File: src/hw/rtl/arbug_pkg.sv
package arbug_pkg;

    localparam int DEFAULT_RING_DEPTH  = 4096;
    localparam int DEFAULT_PACKET_SIZE = 64;
    localparam int MAX_READ            = 64;
    localparam int MUTE_PACKETS        = 256;
    localparam int REFILL_DIV_FAST     = 32;
    localparam int REFILL_DIV_SLOW     = 400;

    // func codes carried on s_tuser
    localparam logic [1:0] FUNC_WRITE = 2'd0;
    localparam logic [1:0] FUNC_READ  = 2'd1;
    localparam logic [1:0] FUNC_CLEAR = 2'd2;

    // configuration register indexes
    localparam logic REG_REFILL_MODE = 1'b0;

    typedef struct packed {
        logic pkt_wr;
        logic mute_set;
        logic copy_rd;
        logic rd_start;
        logic rd_issue;
        logic out_load;
    } arbug_cmd_t;

    typedef struct packed {
        logic pkt_full;
        logic ring_nearly_full;
        logic copy_last;
        logic rd_zero;
        logic out_free;
        logic rd_last;
    } arbug_status_t;

endpackage

File: src/hw/rtl/arbug_ctrl.sv
module arbug_ctrl
    import arbug_pkg::*;
(
    input  logic          aclk,
    input  logic          aresetn,
    input  logic          s_tvalid,
    output logic          s_tready,
    input  logic [1:0]    func,
    input  arbug_status_t status,
    output arbug_cmd_t    cmd
);

    localparam logic [2:0] ST_IDLE     = 3'd0;
    localparam logic [2:0] ST_COPY     = 3'd1;
    localparam logic [2:0] ST_COPY_END = 3'd2;
    localparam logic [2:0] ST_RD_ISSUE = 3'd3;
    localparam logic [2:0] ST_RD_LOAD  = 3'd4;

    logic [2:0] state_reg;
    logic [2:0] state_next;
    logic       accept;

    assign s_tready = (state_reg == ST_IDLE);
    assign accept   = s_tvalid && s_tready;

    always_comb begin
        state_next = state_reg;
        cmd        = '0;
        unique case (state_reg)
            ST_IDLE: begin
                if (accept) begin
                    case (func)
                        FUNC_WRITE: begin
                            cmd.pkt_wr = 1'b1;
                            // a full packet goes to the ring unless space is short
                            if (status.pkt_full && !status.ring_nearly_full) begin
                                state_next = ST_COPY;
                            end
                        end
                        FUNC_READ: begin
                            if (!status.rd_zero) begin
                                cmd.rd_start = 1'b1;
                                state_next   = ST_RD_ISSUE;
                            end
                        end
                        FUNC_CLEAR: begin
                            cmd.mute_set = 1'b1;
                        end
                        default: begin
                        end
                    endcase
                end
            end
            ST_COPY: begin
                cmd.copy_rd = 1'b1;
                if (status.copy_last) begin
                    state_next = ST_COPY_END;
                end
            end
            ST_COPY_END: begin
                // last ring write lands this cycle
                state_next = ST_IDLE;
            end
            ST_RD_ISSUE: begin
                if (status.out_free) begin
                    cmd.rd_issue = 1'b1;
                    state_next   = ST_RD_LOAD;
                end
            end
            ST_RD_LOAD: begin
                cmd.out_load = 1'b1;
                if (status.rd_last) begin
                    state_next = ST_IDLE;
                end else begin
                    state_next = ST_RD_ISSUE;
                end
            end
            default: begin
                state_next = ST_IDLE;
            end
        endcase
    end

    always_ff @(posedge aclk) begin
        if (!aresetn) begin
            state_reg <= ST_IDLE;
        end else begin
            state_reg <= state_next;
        end
    end

endmodule

File: config.mk
export PLATFORM = sky130hd
export DESIGN_NAME = arbug_ctrl
export DESIGN_NICKNAME = d
export VERILOG_FILES = /design/src/hw/rtl/arbug_pkg.sv /design/src/hw/rtl/arbug_ctrl.sv
export SDC_FILE = /design/constraint.sdc
export NUM_CORES = 1
export LEC_CHECK = 0
export ABC_CLOCK_PERIOD_IN_PS = 1300
export BUFFER_PORTS_ARGS = -buffer_cell sky130_fd_sc_hd__buf_2
export CAP_MARGIN = 20
export CORE_AREA = 3 3 40 42
export DETAILED_ROUTE_END_ITERATION = 8
export DIE_AREA = 0 0 43 45
export GPL_ROUTABILITY_DRIVEN = 0
export PLACE_DENSITY = 0.47
export SETUP_SLACK_MARGIN = 0.3
export SYNTH_ARGS = -nofsm -noshare
export SYNTH_HDL_FRONTEND = slang
export SYNTH_SLANG_ARGS = --single-unit
File: constraint.sdc
create_clock -name aclk -period 1.3 [get_ports aclk]
set_input_delay 0 -clock aclk [delete_from_list [all_inputs] [get_ports aclk]]
set_output_delay 0 -clock aclk [all_outputs]
set_load 0.005 [all_outputs]
==> results.sh, run 1 <==
export IMPL_drt_first_iter_violations=3
export IMPL_cts_tree="yes"
export IMPL_synth_area_sq_um=240
export IMPL_clkPwrFrac_pct=42.1
export IMPL_die_area_sq_mm=0.00194
export IMPL_tightest_slew_ns=0.273
export IMPL_postSynthAreaPerCell_sq_um=8.01
export IMPL_die_h_um=45
export IMPL_power_density_mw_per_mm2=781
export IMPL_synth_enable_flop_cells=0
export IMPL_grt_pass1_wl_um=1200
export IMPL_antenna_left=0
export IMPL_cp_buffers_inverters=1
export IMPL_synth_seq_cells=3
export IMPL_fin_crit_sh_pct=91.4
export IMPL_seq_area_sq_um=68.8
export IMPL_place_ws_ns=0.185
export IMPL_fillCellCount=149
export IMPL_clk_latency_ns=0.23
export IMPL_synth_main_ff_cell="dfxtp_1"
export IMPL_setup_violations=0
export IMPL_finalHoldViolations=0
export IMPL_crit_chain="nor3_4, nand3_2, nor3b_2, buf_2"
export IMPL_grt_pass1_vias=300
export IMPL_grt_ovfl_total=0
export IMPL_synth_async_reset_ratio_pct=0
export IMPL_final_area_sq_um=483
export IMPL_power_frac_seq_pct=26.9
export IMPL_htree_num_levels=1
export IMPL_globalRouteTotalUtil_pct=8.50
export IMPL_drc=0
export IMPL_synth_cell_types=19
export IMPL_antenna_found_initial=0
export IMPL_drtPass1Iterations=2
export IMPL_wirelength_um=710
export IMPL_synth_warnings=0
export IMPL_clock_skew_ns=0.00197
export IMPL_setup_slack_ns=0.112
export IMPL_via_count=309
export IMPL_cap_violations=0
export IMPL_p_int_uw=275
export IMPL_vdd_drop_max_mv=0.308
export IMPL_p_leak_nw=0.222
export IMPL_finalNetCount=67
export IMPL_sw_frac_of_total_pct=27.0
export IMPL_hold_class="in -> reg"
export IMPL_initial_utilization_pct=18.7
export IMPL_yosys_top_cells_area="dfxtp_1, nor3b_2, nor2_1"
export IMPL_slew_viol_final=0
export IMPL_drive_above_1_share_pct=70.9
export IMPL_crit_family="simple AND/OR/NAND/NOR gates"
export IMPL_worstPathArrival_ns=1.19
export IMPL_status="complete, no violations"
export IMPL_max_freq_ghz=0.842
export IMPL_p_comb_share_pct=31.0
export IMPL_rsz0062_at_grt="true"
export IMPL_fin_crit_ns=1.19
export IMPL_path_clk_slew_ns=0.04
export IMPL_dpl_cell_area_sq_um=344
export IMPL_cp_required_ns=1.30
export IMPL_r2r_start="state_reg[1]"
export IMPL_largest_reg_flops=3
export IMPL_area_growth_pct=101
export IMPL_rrSetupSlack_ns=0.12
export IMPL_synth_largest_area_cell="dfxtp_1"
export IMPL_max_slew_margin_rel_pct=81.7
export IMPL_rows=13
export IMPL_multi_input_area_sq_um=225
export IMPL_syn_nets=41
export IMPL_die_w_um=43
export IMPL_ctsHoldBuffers=0
export IMPL_cts_root_buf="clkbuf_4"
export IMPL_p_switching_uw=102
export IMPL_io_buffers=17
export IMPL_startpoint="state_reg[0]"
export IMPL_finalSetupTns_ns=0
export IMPL_final_cell_mix="buf_2, buf_6, nor3b_2, inv_1, clkbuf_4"
export IMPL_layout_commonest_cell="buf_2"
export IMPL_vias_per_cell=4.41
export IMPL_seq_area_frac_synth_pct=25.0
export IMPL_io_pins=18
export IMPL_clock_sinks=3
export IMPL_cp_max_fo=3
export IMPL_synth_top_area_share_pct=25.0
export IMPL_core_area_sq_mm=0.00128
export IMPL_hpwl_um=523
export IMPL_hold_path_startpoint="aresetn"
export IMPL_clock_path_buffers=2
export IMPL_slowest_delay_ns=0.35
export IMPL_wl_per_cell_um=10.1
export IMPL_worst_path_max_delay_cell="dfxtp_4"
export IMPL_syn_instance_count=30
export IMPL_cp_start_kind="flip-flop"
export IMPL_cts_made_buffers=3
export IMPL_n_antenna_cell=0
export IMPL_worstSetupEndpointType="primary output"
export IMPL_path_class="reg -> out"
export IMPL_grt_max_degree=9
[power groups by stage]
stage | clock network (mW) | logic, mW | registers, mW
4_1_cts | 0.172 | 0.106 | 0.101
5_1_grt | 0.177 | 0.130 | 0.102
3_5_place_dp | 0 | 0.0734 | 0.105
3_3_place_gp | 0 | 0.0735 | 0.104
2_1_floorplan | 0 | 0.0396 | 0.103
6_report | 0.159 | 0.117 | 0.102
[worst paths after layout]
| check | endpoint | cells after the start |
|---|---|---|
| max reg2reg | state_reg[1] | 5 |
| max | cmd[2] | 4 |
| min | state_reg[2] | 2 |
| min reg2reg | state_reg[1] | 2 |
[metrics by stage]
stage | std cells | hold slack, ns | total power [mW] | util [%]
after floorplan | 30 | 0.0311 | 0.143 | -
after global placement | 62 | 0.243 | 0.178 | 26.8
after detailed placement | 62 | 0.245 | 0.178 | 26.8
after CTS | 69 | 0.0140 | 0.379 | 35.4
after global routing | 70 | 0.0381 | 0.409 | 37.6
final | 70 | 0.0262 | 0.377 | 37.6
[cell usage after synthesis, types with 2 or more instances]
cell type / count
dfxtp_1: 3
nor3b_1: 2
nand3_1: 2
nor2_1: 4
nor3b_2: 2
inv_1: 3
o21ai_0: 2
[cell families (layout without fill, tap and decap cells)]
kind of cell	after synthesis	count (layout)	synth area share, %
flops	3	3	25.0
simple gates	17	17	47.9
compound gates	7	7	22.4
buf+inv	3	28	4.69
[layer usage]
layer  routed length (um)  up-vias  global-route usage [%]
li1                     -      158                       -
met1                  283      143                    8.94
met2                  378        8                    13.8
met3                   48        0                    2.79
met4                    0        0                    7.23
met5                    0        -                       0
[layout make-up]
cell class,instances,share of cell area (%)
Timing Repair Buffer,21,27.5
Sequential cell,3,14.2
Inverter,3,2.33
Tap cell,15,3.89
Clock buffer,4,5.44
Multi-Input combinational cell,24,46.6
[timing repair]
action	CTS	global route
endpoints found under the hold margin	0	0
buffers inserted	3	1
gates resized for setup	16	5
endpoints found under the setup margin	8	9
gates cloned	0	0
pin swaps	5	4
Note: power is estimated with default switching activity, not from simulation.
==> run 2, diff against run 1 <==
--- a/config.mk
+++ b/config.mk
@@ -6,13 +6,13 @@
 export NUM_CORES = 1
 export LEC_CHECK = 0
 export ABC_CLOCK_PERIOD_IN_PS = 1300
-export BUFFER_PORTS_ARGS = -buffer_cell sky130_fd_sc_hd__buf_2
-export CAP_MARGIN = 20
+export CAP_MARGIN = 40
 export CORE_AREA = 3 3 40 42
 export DETAILED_ROUTE_END_ITERATION = 8
 export DIE_AREA = 0 0 43 45
+export DONT_BUFFER_PORTS = 1
 export GPL_ROUTABILITY_DRIVEN = 0
-export PLACE_DENSITY = 0.47
+export PLACE_DENSITY = 0.36
 export SETUP_SLACK_MARGIN = 0.3
 export SYNTH_ARGS = -nofsm -noshare
 export SYNTH_HDL_FRONTEND = slang
==> run 2 against run 1 <==
Effect of this change:
- cell count is 24% lower
- combinational power decreased by 28%
- non-clock buffer count decreased by 17
- register-to-register slack barely moved
- routed wire length fell by 2.1%
- worst hold slack got worse by 0.0089 ns
- sequential power is essentially flat
- sequential cell count stayed put
- count of clock-buffer cells in the layout is the same
- cell area decreased by 15%
- maximum frequency grew 1.9%
- highest routed layer unchanged
- critical path depth is 1 higher
==> results.sh, run 2 (synthesis gave the netlist of run 1 again) <==
export IMPL_status="complete, no violations"
export IMPL_startpoint="state_reg[0]"
export IMPL_reg2reg_depth=5
export IMPL_fin_crit_sh_pct=89.7
export IMPL_finalNonFillerCells=53
export IMPL_cp_max_fo=5
export IMPL_path_class="reg -> reg"
export IMPL_holdPathStages=2
export IMPL_largest_reg_flops=3
export IMPL_rsz0062_at_grt="true"
export IMPL_vias_per_cell=4.74
export IMPL_clock_skew_ns=0.00195
export IMPL_globalRouteTotalUtil_pct=7.32
export IMPL_drc=0
export IMPL_cts_tree="yes"
export IMPL_worstPathArrival_ns=1.30
export IMPL_wirelength_um=695
export IMPL_rr_endpoint="state_reg[1]"
export IMPL_cts_made_buffers=3
export IMPL_final_core_utilization_pct=31.8
export IMPL_n_antenna_cell=0
export IMPL_rrSetupSlack_ns=0.13
export IMPL_via_count=251
export IMPL_worst_path_max_delay_cell="dfxtp_4"
export IMPL_die_area_sq_mm=0.00194
export IMPL_hold_class="in -> reg"
export IMPL_finalSetupTns_ns=0
export IMPL_die_w_um=43
export IMPL_cts_root_buf="clkbuf_4"
export IMPL_area_growth_pct=70.3
export IMPL_wl_per_cell_um=13.1
export IMPL_dpl_cell_area_sq_um=259
export IMPL_tightest_slew_ns=0.251
export IMPL_setup_violations=0
export IMPL_clk_latency_ns=0.23
export IMPL_drt_first_iter_violations=0
export IMPL_core_area_sq_mm=0.00128
export IMPL_io_pins=18
export IMPL_p_leak_nw=0.149
export IMPL_cp_start_kind="flip-flop"
export IMPL_fin_crit_ns=1.17
export IMPL_grt_max_degree=9
export IMPL_drive_above_1_share_pct=57.9
export IMPL_path_clk_slew_ns=0.04
export IMPL_finalNetCount=50
export IMPL_grt_pass1_vias=247
export IMPL_io_buffers=0
export IMPL_initial_utilization_pct=18.7
export IMPL_final_area_sq_um=409
export IMPL_rows=13
export IMPL_r2r_start="state_reg[0]"
export IMPL_worstSetupEndpointType="flip-flop"
export IMPL_finalHoldViolations=0
export IMPL_max_freq_ghz=0.858
export IMPL_grt_ovfl_total=0
export IMPL_htree_num_levels=1
export IMPL_antenna_left=0
export IMPL_crit_chain="buf_4, buf_6, o21ai_0, nand4b_1, o31ai_2"
export IMPL_cap_violations=0
export IMPL_drtPass1Iterations=1
export IMPL_max_slew_margin_rel_pct=83.2
export IMPL_die_h_um=45
export IMPL_dp_cells=45
export IMPL_grt_pass1_wl_um=1010
export IMPL_hpwl_um=491
export IMPL_final_cell_mix="inv_1, clkbuf_4, dfxtp_4"
export IMPL_vdd_drop_max_mv=0.202
export IMPL_cp_endpoint="state_reg[1]"
export IMPL_holdWs_ns=0.0173
export IMPL_clock_path_buffers=2
export IMPL_clock_sinks=3
export IMPL_power_density_mw_per_mm2=850
export IMPL_antenna_found_initial=0
export IMPL_cp_required_ns=1.44
export IMPL_slowest_delay_ns=0.34
export IMPL_slew_viol_final=0
## run 2: layout make-up
type | count | area [sq um]
well taps | 15 | 18.8
flip-flops and latches | 3 | 71.3
inverters | 3 | 11.3
repair buffers | 4 | 36.3
clock buffers | 4 | 26.3
fillers | 139 | 876
multi-input cells | 24 | 245
## run 2: worst min path at each step
stage                   endpoint  slack [ns]  startpoint
CTS                 state_reg[0]        0.01     func[1]
finish              state_reg[0]        0.02     func[1]
global route              cmd[4]        0.03     func[0]
floorplan                 cmd[5]        0.03     func[0]
detailed placement        cmd[5]        0.04     func[0]
global placement          cmd[5]        0.04     func[0]
## run 2: routing by layer
layer	GRT usage, %	vias to the layer above	wire [um]
met3	4.38	0	61
met1	7.45	116	226
li1	-	128	-
met2	10.2	7	407
met5	0	-	0
met4	7.23	0	0
## run 2: stage by stage
stage / worst slack [ns] / power (mW)
after floorplan: 0.312 / 0.143
after global placement: 0.172 / 0.150
after detailed placement: 0.193 / 0.150
after CTS: 0.122 / 0.342
after global routing: 0.0559 / 0.368
final: 0.134 / 0.348
## run 2: repair_timing
action                     in CTS  in global routing
hold buffers                    1                  0
gates resized for setup        14                  8
setup endpoints to repair       5                  9
hold endpoints to repair        3                  0
pin swaps                       3                  5
gates cloned                    0                  0
buffers inserted                2                  1
## run 2: critical path, delay by kind of cell, from the launching register on
kind	cells	cell delay (ns)
simple gates	1	0.13
compound gates	2	0.35
flops	1	0.34
buf+inv	2	0.25
## run 2: report_power, final
group / switching, mW / total, mW / internal [mW]
sequential: 0.00682 / 0.0999 / 0.0931
clock: 0.0482 / 0.163 / 0.115
combinational: 0.0415 / 0.0845 / 0.0431
total: 0.0965 / 0.348 / 0.251
==> run 3, diff against run 2 <==
--- a/config.mk
+++ b/config.mk
@@ -13,6 +13,7 @@
 export DONT_BUFFER_PORTS = 1
 export GPL_ROUTABILITY_DRIVEN = 0
 export PLACE_DENSITY = 0.36
+export RECOVER_POWER = 100
 export SETUP_SLACK_MARGIN = 0.3
 export SYNTH_ARGS = -nofsm -noshare
 export SYNTH_HDL_FRONTEND = slang
==> run 3 against run 2 <==
Effect of this change:
- the flow now finishes with violations (hold timing)
- sequential cell count unchanged
- die area unchanged
- critical path type unchanged
- maximum frequency decreased by 1.6%
- critical path depth unchanged
- cell area decreased by 9.5%
==> results.sh, run 3 (synthesis gave the netlist of run 1 again) <==
export IMPL_cp_start_kind="flip-flop"
export IMPL_worstSetupEndpointType="flip-flop"
export IMPL_slew_viol_final=0
export IMPL_grt_ovfl_total=0
export IMPL_clock_path_buffers=2
export IMPL_grt_pass1_vias=247
export IMPL_seq_area_sq_um=71.3
export IMPL_fin_crit_sh_pct=91.2
export IMPL_finalHoldViolations=1
export IMPL_drive_above_1_share_pct=50.0
export IMPL_worst_path_max_delay_cell="dfxtp_4"
export IMPL_antenna_found_initial=0
export IMPL_hpwl_um=491
export IMPL_grt_pass1_wl_um=1010
export IMPL_worstPathArrival_ns=1.32
export IMPL_via_count=252
export IMPL_die_area_sq_mm=0.00194
export IMPL_max_slew_margin_rel_pct=79.1
export IMPL_fillCellCount=146
export IMPL_core_area_sq_mm=0.00128
export IMPL_globalRouteTotalUtil_pct=7.32
export IMPL_io_buffers=0
export IMPL_tightest_slew_ns=0.313
export IMPL_holdWs_ns=-0.00199
export IMPL_rows=13
export IMPL_crit_chain="buf_4, buf_6, o21ai_0, nand4b_1, o31ai_1"
export IMPL_status="finished with violations"
export IMPL_initial_utilization_pct=18.7
export IMPL_wirelength_um=709
export IMPL_htree_num_levels=1
export IMPL_vias_per_cell=4.75
export IMPL_rsz0062_at_grt="true"
export IMPL_area_growth_pct=54.2
export IMPL_place_ws_ns=0.193
export IMPL_p_leak_nw=0.137
export IMPL_path_clk_slew_ns=0.04
export IMPL_power_density_mw_per_mm2=907
export IMPL_violations="hold timing"
export IMPL_die_h_um=45
export IMPL_multi_input_area_sq_um=206
export IMPL_cts_made_buffers=3
export IMPL_cp_required_ns=1.43
export IMPL_final_cell_mix="inv_1, nor2_1, nor3b_2, clkbuf_4, dfxtp_4"
export IMPL_setup_slack_ns=0.115
export IMPL_clk_latency_ns=0.23
export IMPL_die_w_um=43
export IMPL_setup_violations=0
export IMPL_cts_root_buf="clkbuf_4"
export IMPL_hold_class="in -> reg"
export IMPL_drc=0
export IMPL_clock_skew_ns=0.00187
export IMPL_path_class="reg -> reg"
export IMPL_finalNetCount=50
export IMPL_clock_sinks=3
export IMPL_antenna_left=0
export IMPL_max_freq_ghz=0.844
export IMPL_vdd_drop_max_mv=0.194
export IMPL_drtPass1Iterations=1
export IMPL_cp_max_fo=5
export IMPL_drt_first_iter_violations=0
export IMPL_slowest_delay_ns=0.34
export IMPL_fin_crit_ns=1.19
export IMPL_cap_violations=0
export IMPL_io_pins=18
export IMPL_largest_reg_flops=3
export IMPL_grt_max_degree=9
export IMPL_finalSetupTns_ns=0
export IMPL_n_antenna_cell=0
export IMPL_wl_per_cell_um=13.4
export IMPL_cts_tree="yes"
## run 3: cell counts in the layout (fill, tap and decap cells not counted)
Identical to the previous run, type by type.
## run 3: per-stage QoR
stage	cells	util (%)	cell area [sq um]	power (mW)
finish	53	28.8	370	0.336
global route	53	28.8	370	0.355
CTS	52	28.1	362	0.342
detailed placement	45	20.2	259	0.150
global placement	45	20.2	259	0.150
floorplan	30	-	240	0.143
## run 3: final cells by class
type	instances	area share, %
Multi-Input combinational cell	24	55.7
Sequential cell	3	19.3
Tap cell	15	5.07
Inverter	3	3.04
Clock buffer	4	7.09
Timing Repair Buffer	4	9.80
## run 3: where the power goes
| part | leakage (nW) | internal [mW] | switching, mW | total [mW] |
|---|---|---|---|---|
| registers | 0.0266 | 0.0931 | 0.00637 | 0.0995 |
| logic | 0.0951 | 0.0388 | 0.0344 | 0.0733 |
| clock network | 0.0150 | 0.115 | 0.0481 | 0.163 |
| total | 0.137 | 0.247 | 0.0889 | 0.336 |
## run 3: timing repair
action / in CTS / in global routing
endpoints found under the hold margin: 3 / 0
setup buffers: 2 / 1
pin swaps: 3 / 5
setup endpoints to repair: 5 / 9
hold buffers: 1 / 0
resized for setup: 14 / 8
## run 3: path summary, 6_finish.rpt
check | from | to | slack, ns | cells after the start
worst max-delay path | state_reg[0] | state_reg[1] | 0.11 | 5
worst min-delay path | func[1] | state_reg[0] | -0.002 | 2
worst max register to register | state_reg[0] | state_reg[1] | 0.11 | 5
worst min register to register | state_reg[1] | state_reg[1] | 0.55 | 2
## run 3: worst max-delay path: cells and delay by family, from the launching register on
family | cells | cell delay (ns)
AOI/OAI and AO/OA | 2 | 0.38
buffers and inverters | 2 | 0.25
DFF | 1 | 0.34
and+or+nand+nor | 1 | 0.12
## run 3: layer usage
metal  global-route usage, %  wire, um  up-vias  part of all wire [%]
met5                       0         0        -                     0
met4                    7.23         0        0                     0
met3                    4.38        60        0                   8.5
met2                    10.2       407        7                    57
met1                    7.45       241      117                    34
li1                        -         -      128                     -
